$ cat config.mk
export PLATFORM = sky130hd
export DESIGN_NAME = hsl_to_rgb_converter_top
export DESIGN_NICKNAME = d
export VERILOG_FILES = /design/src/rtl/hslc_pkg.sv /design/src/rtl/hsl_to_rgb_converter_top.sv /design/src/rtl/hslc_terms.sv /design/src/rtl/hslc_div.sv
export VERILOG_INCLUDE_DIRS = /design/src /design/src/rtl
export SDC_FILE = /design/constraint.sdc
export NUM_CORES = 2
export LEC_CHECK = 0
export ABC_AREA = 1
export BUFFER_PORTS_ARGS = -buffer_cell sky130_fd_sc_hd__buf_2
export CAP_MARGIN = 20
export CORE_MARGIN = 2
export CORE_UTILIZATION = 32
export CTS_BUF_LIST = sky130_fd_sc_hd__clkbuf_2 sky130_fd_sc_hd__clkbuf_4 sky130_fd_sc_hd__clkbuf_8
export CTS_CLUSTER_SIZE = 16
export DETAILED_ROUTE_END_ITERATION = 12
export SETUP_SLACK_MARGIN = 0.05
export SYNTH_ARGS = -nofsm -noshare
export SYNTH_HDL_FRONTEND = slang
export SYNTH_SLANG_ARGS = --single-unit
$ cat constraint.sdc
create_clock -name clk -period 8.8 [get_ports clk]
set_input_delay 0.44 -clock clk [delete_from_list [all_inputs] [get_ports clk]]
set_output_delay 0.44 -clock clk [all_outputs]
set_load 0.02 [all_outputs]
$ cat src/rtl/hsl_to_rgb_converter_top_assert.svh
// Assertion macros for the HSL to RGB converter.
// Included by the modules that check their own pipeline logic; needs clk (and rst).
`ifndef HSL_TO_RGB_CONVERTER_TOP_ASSERT_SVH
`define HSL_TO_RGB_CONVERTER_TOP_ASSERT_SVH

// Checked on every rising edge of clk, quiet while rst is high.
`define HSLC_ASSERT(label, prop, msg) \
  label: assert property (@(posedge clk) disable iff (rst) prop) else $error(msg);

// Checked on every rising edge of clk, for modules without a reset.
`define HSLC_ASSERT_CLK(label, prop, msg) \
  label: assert property (@(posedge clk) prop) else $error(msg);

`endif

$ cat src/rtl/hslc_pkg.sv
// Shared types and constants for the HSL to RGB converter.
// No dependencies.
package hslc_pkg;

  localparam int HUE_W      = 9;
  localparam int CH_W       = 8;
  localparam int HUE_LIMIT  = 360;
  localparam int SECTOR_DEG = 60;
  localparam int FULL       = 255;
  localparam int DENOM      = 30600;

  localparam int KS_W  = 16;
  localparam int T_W   = 6;
  localparam int P_W   = 22;
  localparam int NUM_W = 23;

  localparam int DIV_RECIP = 274;
  localparam int RECIP_W   = 9;
  localparam int DIV_SHIFT = 23;
  localparam int PROD_W    = NUM_W + RECIP_W;
  localparam int Q_W       = PROD_W - DIV_SHIFT;

  localparam int TERM_STAGES = 4;
  localparam int DIV_STAGES  = 2;
  localparam int NUM_STAGES  = TERM_STAGES + DIV_STAGES + 1;

  typedef enum logic [2:0] {
    SEC_RED_YEL,
    SEC_YEL_GRN,
    SEC_GRN_CYN,
    SEC_CYN_BLU,
    SEC_BLU_MAG,
    SEC_MAG_RED
  } sector_t;

  typedef struct packed {
    logic [HUE_W-1:0] hue_deg;
    logic [CH_W-1:0]  sat;
    logic [CH_W-1:0]  light;
  } hsl_t;

  typedef struct packed {
    logic [CH_W-1:0] red;
    logic [CH_W-1:0] green;
    logic [CH_W-1:0] blue;
    logic            bad_hue;
  } rgb_t;

  typedef struct packed {
    sector_t sector;
    logic    bad;
  } side_t;

endpackage

$ cat src/rtl/hsl_to_rgb_converter_top.sv
// HSL to RGB converter: takes one colour per clock unless stalled and returns 8-bit red,
// green and blue, truncated, with bad_hue set and all channels zero for a hue of 360 or
// more. Seven register stages: the input register, two chained multipliers, the numerators,
// a two-stage reciprocal divide and the output register. A stalled output holds up a stage
// only when it and every stage ahead of it are full.
// Depends on hslc_pkg, hslc_terms, hslc_div and the assertion macro header.
`include "hsl_to_rgb_converter_top_assert.svh"
module hsl_to_rgb_converter_top
  import hslc_pkg::*;
(
  input  logic clk,
  input  logic rst,
  input  logic pix_valid,
  output logic pix_ready,
  input  hsl_t pix,
  output logic rgb_valid,
  input  logic rgb_ready,
  output rgb_t rgb
);

  logic [NUM_STAGES-1:0] vld;
  logic [NUM_STAGES-1:0] en;

  logic [NUM_W-1:0] n_m, n_c, n_x;
  logic [CH_W-1:0]  q_m, q_c, q_x;
  side_t            side4, side5, side6;
  rgb_t             rgb_next;

  always_comb begin
    en[NUM_STAGES-1] = !vld[NUM_STAGES-1] || rgb_ready;
    for (int i = NUM_STAGES - 2; i >= 0; i--) begin
      en[i] = !vld[i] || en[i+1];
    end
  end

  assign pix_ready = en[0];
  assign rgb_valid = vld[NUM_STAGES-1];

  always_ff @(posedge clk) begin
    if (rst) begin
      vld <= '0;
    end else begin
      if (en[0]) begin
        vld[0] <= pix_valid;
      end
      for (int i = 1; i < NUM_STAGES; i++) begin
        if (en[i]) begin
          vld[i] <= vld[i-1];
        end
      end
    end
  end

  hslc_terms u_terms (
    .clk  (clk),
    .en   (en[TERM_STAGES-1:0]),
    .pix  (pix),
    .n_m  (n_m),
    .n_c  (n_c),
    .n_x  (n_x),
    .side (side4)
  );

  hslc_div u_div_m (
    .clk     (clk),
    .en      (en[TERM_STAGES+DIV_STAGES-1:TERM_STAGES]),
    .est_vld (vld[TERM_STAGES]),
    .num     (n_m),
    .quo     (q_m)
  );

  hslc_div u_div_c (
    .clk     (clk),
    .en      (en[TERM_STAGES+DIV_STAGES-1:TERM_STAGES]),
    .est_vld (vld[TERM_STAGES]),
    .num     (n_c),
    .quo     (q_c)
  );

  hslc_div u_div_x (
    .clk     (clk),
    .en      (en[TERM_STAGES+DIV_STAGES-1:TERM_STAGES]),
    .est_vld (vld[TERM_STAGES]),
    .num     (n_x),
    .quo     (q_x)
  );

  always_ff @(posedge clk) begin
    if (en[TERM_STAGES]) begin
      side5 <= side4;
    end
    if (en[TERM_STAGES+1]) begin
      side6 <= side5;
    end
  end

  always_comb begin
    rgb_next.bad_hue = side6.bad;
    case (side6.sector)
      SEC_RED_YEL: begin
        rgb_next.red = q_c; rgb_next.green = q_x; rgb_next.blue = q_m;
      end
      SEC_YEL_GRN: begin
        rgb_next.red = q_x; rgb_next.green = q_c; rgb_next.blue = q_m;
      end
      SEC_GRN_CYN: begin
        rgb_next.red = q_m; rgb_next.green = q_c; rgb_next.blue = q_x;
      end
      SEC_CYN_BLU: begin
        rgb_next.red = q_m; rgb_next.green = q_x; rgb_next.blue = q_c;
      end
      SEC_BLU_MAG: begin
        rgb_next.red = q_x; rgb_next.green = q_m; rgb_next.blue = q_c;
      end
      default: begin
        rgb_next.red = q_c; rgb_next.green = q_m; rgb_next.blue = q_x;
      end
    endcase
    if (side6.bad) begin
      rgb_next.red   = '0;
      rgb_next.green = '0;
      rgb_next.blue  = '0;
    end
  end

  always_ff @(posedge clk) begin
    if (en[NUM_STAGES-1]) begin
      rgb <= rgb_next;
    end
  end

  `HSLC_ASSERT(a_bad_hue_black,
               (rgb_valid && rgb.bad_hue) |-> (rgb.red == '0 && rgb.green == '0 && rgb.blue == '0),
               "refused hue must give zero channels")
  `HSLC_ASSERT(a_stall_means_full, !pix_ready |-> (&vld), "input stalled with a bubble inside")
  `HSLC_ASSERT(a_advance_to_output, (en[NUM_STAGES-1] && vld[NUM_STAGES-2]) |=> rgb_valid,
               "transaction lost on its way to the output register")

endmodule

$ cat src/rtl/hslc_terms.sv
// Front four pipeline stages: chroma product, hue ramp and the three channel numerators.
// Depends on hslc_pkg.
module hslc_terms
  import hslc_pkg::*;
(
  input  logic                   clk,
  input  logic [TERM_STAGES-1:0] en,
  input  hsl_t                   pix,
  output logic [NUM_W-1:0]       n_m,
  output logic [NUM_W-1:0]       n_c,
  output logic [NUM_W-1:0]       n_x,
  output side_t                  side
);

  logic [HUE_W-1:0] twol;
  logic [HUE_W-1:0] k_full;
  logic [HUE_W-1:0] hm_full;
  logic [6:0]       hm;
  logic [6:0]       t_full;
  sector_t          sector_next;

  logic [CH_W-1:0] k1, sat1, light1;
  logic [T_W-1:0]  t1;
  side_t           side1;

  logic [KS_W-1:0] ks2;
  logic [CH_W-1:0] light2;
  logic [T_W-1:0]  t2;
  side_t           side2;

  logic [KS_W-1:0] ks3;
  logic [P_W-1:0]  p3;
  logic [CH_W-1:0] light3;
  side_t           side3;

  logic [NUM_W-1:0] base;
  logic [NUM_W-1:0] k60;

  always_comb begin
    twol   = {pix.light, 1'b0};
    k_full = (twol >= HUE_W'(FULL)) ? HUE_W'(2 * FULL) - twol : twol;
    if (pix.hue_deg >= HUE_W'(4 * SECTOR_DEG)) begin
      hm_full = pix.hue_deg - HUE_W'(4 * SECTOR_DEG);
    end else if (pix.hue_deg >= HUE_W'(2 * SECTOR_DEG)) begin
      hm_full = pix.hue_deg - HUE_W'(2 * SECTOR_DEG);
    end else begin
      hm_full = pix.hue_deg;
    end
    hm     = hm_full[6:0];
    t_full = (hm >= 7'(SECTOR_DEG)) ? 7'(2 * SECTOR_DEG) - hm : hm;
    if (pix.hue_deg < HUE_W'(SECTOR_DEG)) begin
      sector_next = SEC_RED_YEL;
    end else if (pix.hue_deg < HUE_W'(2 * SECTOR_DEG)) begin
      sector_next = SEC_YEL_GRN;
    end else if (pix.hue_deg < HUE_W'(3 * SECTOR_DEG)) begin
      sector_next = SEC_GRN_CYN;
    end else if (pix.hue_deg < HUE_W'(4 * SECTOR_DEG)) begin
      sector_next = SEC_CYN_BLU;
    end else if (pix.hue_deg < HUE_W'(5 * SECTOR_DEG)) begin
      sector_next = SEC_BLU_MAG;
    end else begin
      sector_next = SEC_MAG_RED;
    end
  end

  always_ff @(posedge clk) begin
    if (en[0]) begin
      k1           <= k_full[CH_W-1:0];
      sat1         <= pix.sat;
      light1       <= pix.light;
      t1           <= t_full[T_W-1:0];
      side1.sector <= sector_next;
      side1.bad    <= (pix.hue_deg >= HUE_W'(HUE_LIMIT));
    end
  end

  always_ff @(posedge clk) begin
    if (en[1]) begin
      ks2    <= KS_W'(k1) * KS_W'(sat1);
      light2 <= light1;
      t2     <= t1;
      side2  <= side1;
    end
  end

  always_ff @(posedge clk) begin
    if (en[2]) begin
      ks3    <= ks2;
      p3     <= P_W'(ks2) * P_W'(t2);
      light3 <= light2;
      side3  <= side2;
    end
  end

  always_comb begin
    base = NUM_W'(light3) * NUM_W'(DENOM);
    k60  = NUM_W'(ks3) * NUM_W'(SECTOR_DEG);
  end

  always_ff @(posedge clk) begin
    if (en[3]) begin
      n_m  <= base - k60;
      n_c  <= base + k60;
      n_x  <= base - k60 + NUM_W'({p3, 1'b0});
      side <= side3;
    end
  end

endmodule

$ cat src/rtl/hslc_div.sv
// Two-stage divide by the common denominator: reciprocal multiply, then one correction step.
// Depends on hslc_pkg and the assertion macro header.
`include "hsl_to_rgb_converter_top_assert.svh"
module hslc_div
  import hslc_pkg::*;
(
  input  logic                  clk,
  input  logic [DIV_STAGES-1:0] en,
  input  logic                  est_vld,
  input  logic [NUM_W-1:0]      num,
  output logic [CH_W-1:0]       quo
);

  logic [PROD_W-1:0] prod;
  logic [Q_W-1:0]    q0;
  logic [NUM_W-1:0]  num1;
  logic [NUM_W-1:0]  rem;
  logic [Q_W-1:0]    q_fix;

  assign prod = PROD_W'(num) * PROD_W'(DIV_RECIP);

  always_ff @(posedge clk) begin
    if (en[0]) begin
      q0   <= prod[PROD_W-1:DIV_SHIFT];
      num1 <= num;
    end
  end

  always_comb begin
    rem   = num1 - NUM_W'(q0) * NUM_W'(DENOM);
    q_fix = (rem >= NUM_W'(DENOM)) ? q0 + Q_W'(1) : q0;
  end

  always_ff @(posedge clk) begin
    if (en[1]) begin
      quo <= q_fix[CH_W-1:0];
    end
  end

  `HSLC_ASSERT_CLK(a_single_correction, est_vld |-> (rem < NUM_W'(2 * DENOM)),
                   "reciprocal estimate off by more than one")

endmodule

* Yosys cells after proc, flatten, opt, wreduce, memory -nomap -nowiden
Index checks and enable logic that the tools add are counted.
** Cells by class
- Add/subtract/negate cells :: 13
- Multipliers :: 10
- Div/mod/pow operators :: 0
- $lt $le $gt $ge :: 13
- Eq/ne operators :: 4
- Shifts and indexed selects :: 0
- Multiplexer cells :: 12
- Bitwise operators :: 0
- Reductions and logical operators :: 17
** Operators by type and width (count)
- one-hot mux 24 bit (5 select lines) :: 1
- multiplier 23 x 8 -> 31 bit (second input constant) :: 3
- greater-or-equal comparator 23 x 15 -> 1 bit (second input constant) :: 3
- subtractor 23 bit :: 3
- multiplier 9 x 12 -> 20 bit (second input constant) :: 3
- 2-to-1 mux 8 bit :: 4
- adder 8 x 1 -> 8 bit (second input constant) :: 3
- adder 23 x 22 -> 23 bit :: 1
- adder 23 bit :: 1
- subtractor 23 x 22 -> 23 bit :: 1
- multiplier 16 x 6 -> 22 bit :: 1
- multiplier 16 x 4 -> 20 bit (second input constant) :: 1
- multiplier 8 x 12 -> 20 bit (second input constant) :: 1
- greater-or-equal comparator 9 x 8 -> 1 bit (second input constant) :: 2
- less-than comparator 9 x 8 -> 1 bit (second input constant) :: 2
- multiplier 8 x 8 -> 16 bit :: 1
- 2-to-1 mux 7 bit :: 2
- subtractor 7 bit (second input constant) :: 2
- greater-or-equal comparator 9 x 7 -> 1 bit (second input constant) :: 1
- greater-or-equal comparator 9 bit (second input constant) :: 1
- less-than comparator 9 x 6 -> 1 bit (second input constant) :: 1
- less-than comparator 9 x 7 -> 1 bit (second input constant) :: 1
- less-than comparator 9 bit (second input constant) :: 1
- subtractor 8 bit (first input constant) :: 1
- 13 further kinds :: 28
** Storage, ports and cells
- Register bits after elaboration :: 351
- Latch bits :: 0
- RAM bits :: 0
- Memory bits (read-only) :: 0
- Output and inout bits :: 27
- Memories :: 0

* Longest topological paths before layout
- Depth in word-level cells :: 8
- Depth in mapped cells :: 33
- Gate-level depth less buffers :: 32

* Hierarchy
A second synthesis with hierarchy kept.
** Unflattened totals
- Cells, all modules :: 4684
- Area, all modules :: 39062.5 sq um
** By module, submodules not included
- hslc_terms :: instances 1, cells each 1816, area an instance 16756.1 sq um, seq. area each 5345.1 sq um
- hslc_div (u_div_x) :: instances 1, cells each 903, area an instance 6970.4 sq um, seq. area each 1111.1 sq um
- hslc_div (u_div_c) :: instances 1, cells each 903, area an instance 6911.6 sq um, seq. area each 1111.1 sq um
- hslc_div (u_div_m) :: instances 1, cells each 863, area an instance 6586.3 sq um, seq. area each 1111.1 sq um
- hsl_to_rgb_converter_top :: instances 1, cells each 199, area an instance 1838.0 sq um, seq. area each 1131.1 sq um

* Worst setup path before layout
Ideal clock, no wire load.
- Kind :: input to output
- Start :: input port rgb_ready
- End :: output port pix_ready
- Arrival :: 7.154 ns
- Required time :: 8.360 ns
- Path slack :: 1.206 ns
- Stages :: 12
- Path through :: nor2_1 inv_1 nor2_1 inv_1 nor2_1 inv_1 nor2_1 inv_1 nor2_1 inv_1 nor2_1 nand2_1
** On the way
- Longest elaborated chain between the ends :: 7
** Ends and longest elaborated chain
- start: declaration :: RTL line hsl_to_rgb_converter_top.sv:17 : input logic rgb_ready,
- logical OR 1 bit :: RTL line hsl_to_rgb_converter_top.sv:30 : en[NUM_STAGES-1] = !vld[NUM_STAGES-1] || rgb_ready;
- net en[6] :: RTL line hsl_to_rgb_converter_top.sv:22 : logic [NUM_STAGES-1:0] en;
- logical OR 1 bit :: RTL line hsl_to_rgb_converter_top.sv:32 : en[i] = !vld[i] || en[i+1];
- net en[5] :: RTL line hsl_to_rgb_converter_top.sv:22
- logical OR 1 bit :: RTL line hsl_to_rgb_converter_top.sv:32
- net en[4] :: RTL line hsl_to_rgb_converter_top.sv:22
- logical OR 1 bit :: RTL line hsl_to_rgb_converter_top.sv:32
- net en[3] :: RTL line hsl_to_rgb_converter_top.sv:22
- logical OR 1 bit :: RTL line hsl_to_rgb_converter_top.sv:32
- net en[2] :: RTL line hsl_to_rgb_converter_top.sv:22
- logical OR 1 bit (2 in series) :: RTL line hsl_to_rgb_converter_top.sv:32
- end: declaration :: RTL line hsl_to_rgb_converter_top.sv:14 : output logic pix_ready,
The timed path passes the listed nets, and every way through them passes these cells.

* Worst setup path after layout
- Start :: register u_terms.light3[2]
- End :: register u_terms.n_x[22] (data pin)
** On the way
- Longest elaborated chain between the ends :: 3
** Ends and longest elaborated chain
- start: declaration :: RTL line hslc_terms.sv:33 : logic [CH_W-1:0] light3;
- start signal: assignment :: RTL line hslc_terms.sv:90 : light3 <= light2;
- multiplier 8 x 12 -> 20 bit :: RTL line hslc_terms.sv:96 : base = NUM_W'(light3) * NUM_W'(DENOM);
- subtractor 23 x 22 -> 23 bit :: RTL line hslc_terms.sv:104 : n_x <= base - k60 + NUM_W'({p3, 1'b0});
- adder 23 bit :: RTL line hslc_terms.sv:104
- end signal: assignment :: RTL line hslc_terms.sv:104
- end: declaration :: RTL line hslc_terms.sv:11 : output logic [NUM_W-1:0] n_x,
Every way passes these cells.
A chain may end at the register's enable or synchronous reset.

==> flow_summary.json <==
{
  "grt_util_met3_pct": 1.72,
  "crit_slowest_cell": "fa_1",
  "grt_max_degree": 67,
  "worst_slew_pin_slew_ps": 822,
  "ys_warn_count": 0,
  "slew_viol_final": 0,
  "synth_compound_area_share_pct": 8.34,
  "grt_pass1_vias": 27494,
  "synth_top_family_by_area": "adder cells",
  "postCtsSetupBuffers": 0,
  "maxCapViolCount": 0,
  "crit_top_cell": "nand2_1",
  "clk_pin_slew_ps": 70,
  "start_util_pct": 32.2,
  "htree_num_levels": 2,
  "rsz0062_at_grt": "false",
  "ys_types": 56,
  "routedWlPerCell_um": 14.3,
  "grt-ovfl-total": 0,
  "critical_path_class": "reg -> reg",
  "root_buffer": "clkbuf_8",
  "ant_nets": 0,
  "drc": 0,
  "synth_nets": 5150,
  "syn_avg_cell_area_um2": 8.65,
  "synthXorXnorAreaFrac_pct": 4.99,
  "die-area_mm2": 0.118,
  "worstPathRequired_ps": 9230,
  "reg2reg_slack_ps": 1700,
  "clock_path_buffers": 3,
  "synth_top_area_share_pct": 26.1,
  "synth.mux.area_fraction_pct": 0,
  "status": "completed",
  "wl_um": 84700,
  "dp_hpwl_um": 70700,
  "timing.final.crit_share_pct": 80.7,
  "hold_viol": 0,
  "grt_pass1_wl_um": 140000,
  "fmax_ghz": 0.141,
  "worst_slack_ps": 1700,
  "gp_congestion": 0.892,
  "coreArea_mm2": 0.114,
  "relSlewSlack_pct": 45.2,
  "finalCriticalPeriod_ps": 7100,
  "yosysSeqAreaShare_pct": 26.5,
  "synth_area_leader_cell": "edfxtp_1",
  "boundaryPins": 56,
  "critical_path_arrival_ps": 7530,
  "num-nets-final": 5258,
  "areaGrowthSynthToFinish_pct": 9.71,
  "io_buffers": 55,
  "ys.flop_type": "edfxtp_1",
  "worstSetupStartpointType": "register",
  "antenna_found_initial": 4,
  "min_path_type": "in -> reg",
  "setup_viol": 0,
  "avgViaCountPerCell": 4.62,
  "cts_tree": "yes",
  "finClkSkew_ps": 62.1,
  "syn_inst": 4264,
  "diodes": 0,
  "die_y_um": 343,
  "dr_total_vias": 27411,
  "yosys.area_share.simple_pct": 15.3,
  "synth_edf_count": 321,
  "path_max_fanout": 7,
  "synthTopCellsByCount": "inv_1 (957), nand2_1 (812), ha_1 (582)",
  "pre_cts_slack_ps": 1750,
  "clock_sinks": 328,
  "clkLatencyLatePin_ps": 710,
  "synth_seq_cells": 328,
  "setup_tns_ps": 0,
  "grtUsageTotal_pct": 14.6,
  "drive_gt1_share_pct": 5.11,
  "first_iter_violations": 1606,
  "crit_path_end_kind": "register",
  "cts-buffers-inserted": 57,
  "row_count": 124,
  "critPathMaxStageDelay_ps": 700,
  "synth_most_common_cell": "inv_1",
  "syn_area_mm2": 0.0369,
  "gr-usage-met1_pct": 20.1,
  "busiest_layer": "met2",
  "async_reset_ff_share_pct": 0,
  "synthTopCellsByArea": "edfxtp_1 (26%), ha_1 (20%), fa_1 (15%)",
  "yosys.area_share.adder_pct": 34.7,
  "drt-pass1-iter-count": 7,
  "use_met2_pct": 24.3,
  "die_x_um": 343
}
-- state kept, by name, summed over array words and instances (netlist names), 9 cells and up --
register and cells:
u_div_x.q0 9, u_terms.ks3 15, u_terms.n_m 19, u_div_c.num1 20
u_terms.ks2 15, u_div_m.num1 19, u_terms.p3 21, u_div_m.q0 9
u_terms.n_x 21, rgb 25, u_div_c.q0 9, u_div_x.num1 20
u_terms.n_c 20
-- kinds of logic after synthesis --
logic type / Yosys count
compound gates: 537
buf+inv: 996
flops: 328
fa+ha+maj: 857
simple gates: 1336
xor+xnor: 210
-- worst paths after layout --
kind,start,cells after the start,to
worst max register to register,u_terms.light3[2],28,u_terms.n_x[22]
worst max-delay path,u_terms.light3[2],28,u_terms.n_x[22]
worst min register to register,u_terms.side1[3],0,u_terms.side2[3]
worst min-delay path,rst,2,vld[5]
-- worst max-delay path, delay by kind of cell, from the launching register on --
family                     cells  cell delay [ps]
and+or+nand+nor               12             1650
AOI/OAI and AO/OA              3              630
buffers and inverters          4              320
DFF                            1              510
xor gates and xnor gates       2              440
adders and majority gates      7             3290
-- layer usage --
metal / part of all wire, % / up-vias / wire length, um
met5: 0 / - / 0
met4: 2.3 / 0 / 1950
met3: 3.8 / 118 / 3230
met2: 46 / 495 / 38900
met1: 48 / 12856 / 40600
li1: - / 13942 / -
-- through the flow --
step                      util, %  hold slack (ps)  instance area (um^2)  cells
final                        35.4              120                 40500   5932
after global routing         35.4             76.0                 40500   5932
after CTS                    35.4             37.8                 40500   5932
after detailed placement     34.1              405                 39000   5808
after global placement       34.1              401                 39000   5808
after floorplan                 -              400                 36900   4264
-- layout make-up --
type	instances	area, um^2
fill	11818	73900
multi-input combinational	2940	23300
sequential	328	9780
inverter	964	3620
tap	1512	1890
clock buffer	70	888
timing repair buffer	81	513
clock inverter	37	428
-- what timing repair did --
item	4_1_cts	5_1_grt
endpoints found under the hold margin	17	0
gates resized for setup	0	0
hold buffers	17	0
-- layout by cell type, fill, tap and decap left out, types with 13 or more instances in the layout --
| master | netlist | layout |
|---|---|---|
| nor3_1 | 33 | 33 |
| nor2_1 | 222 | 222 |
| o21ai_0 | 113 | 113 |
| inv_1 | 957 | 954 |
| o21bai_1 | 22 | 22 |
| nand4_1 | 28 | 28 |
| a21oi_1 | 273 | 273 |
| dlygate4sd3_1 | 0 | 17 |
| buf_2 | 7 | 55 |
| a31oi_1 | 13 | 13 |
| clkbuf_8 | 0 | 58 |
| ha_1 | 582 | 582 |
| xor2_1 | 161 | 161 |
| a21o_1 | 20 | 20 |
| nand3b_1 | 14 | 14 |
| fa_1 | 275 | 275 |
| xnor2_1 | 49 | 49 |
| nand3_1 | 169 | 169 |
| o21ai_1 | 14 | 14 |
| nand2_1 | 812 | 812 |
| edfxtp_1 | 321 | 321 |
Power is not shown: default switching activity piles up to over one toggle a cycle in this logic, so the estimate is an artifact.
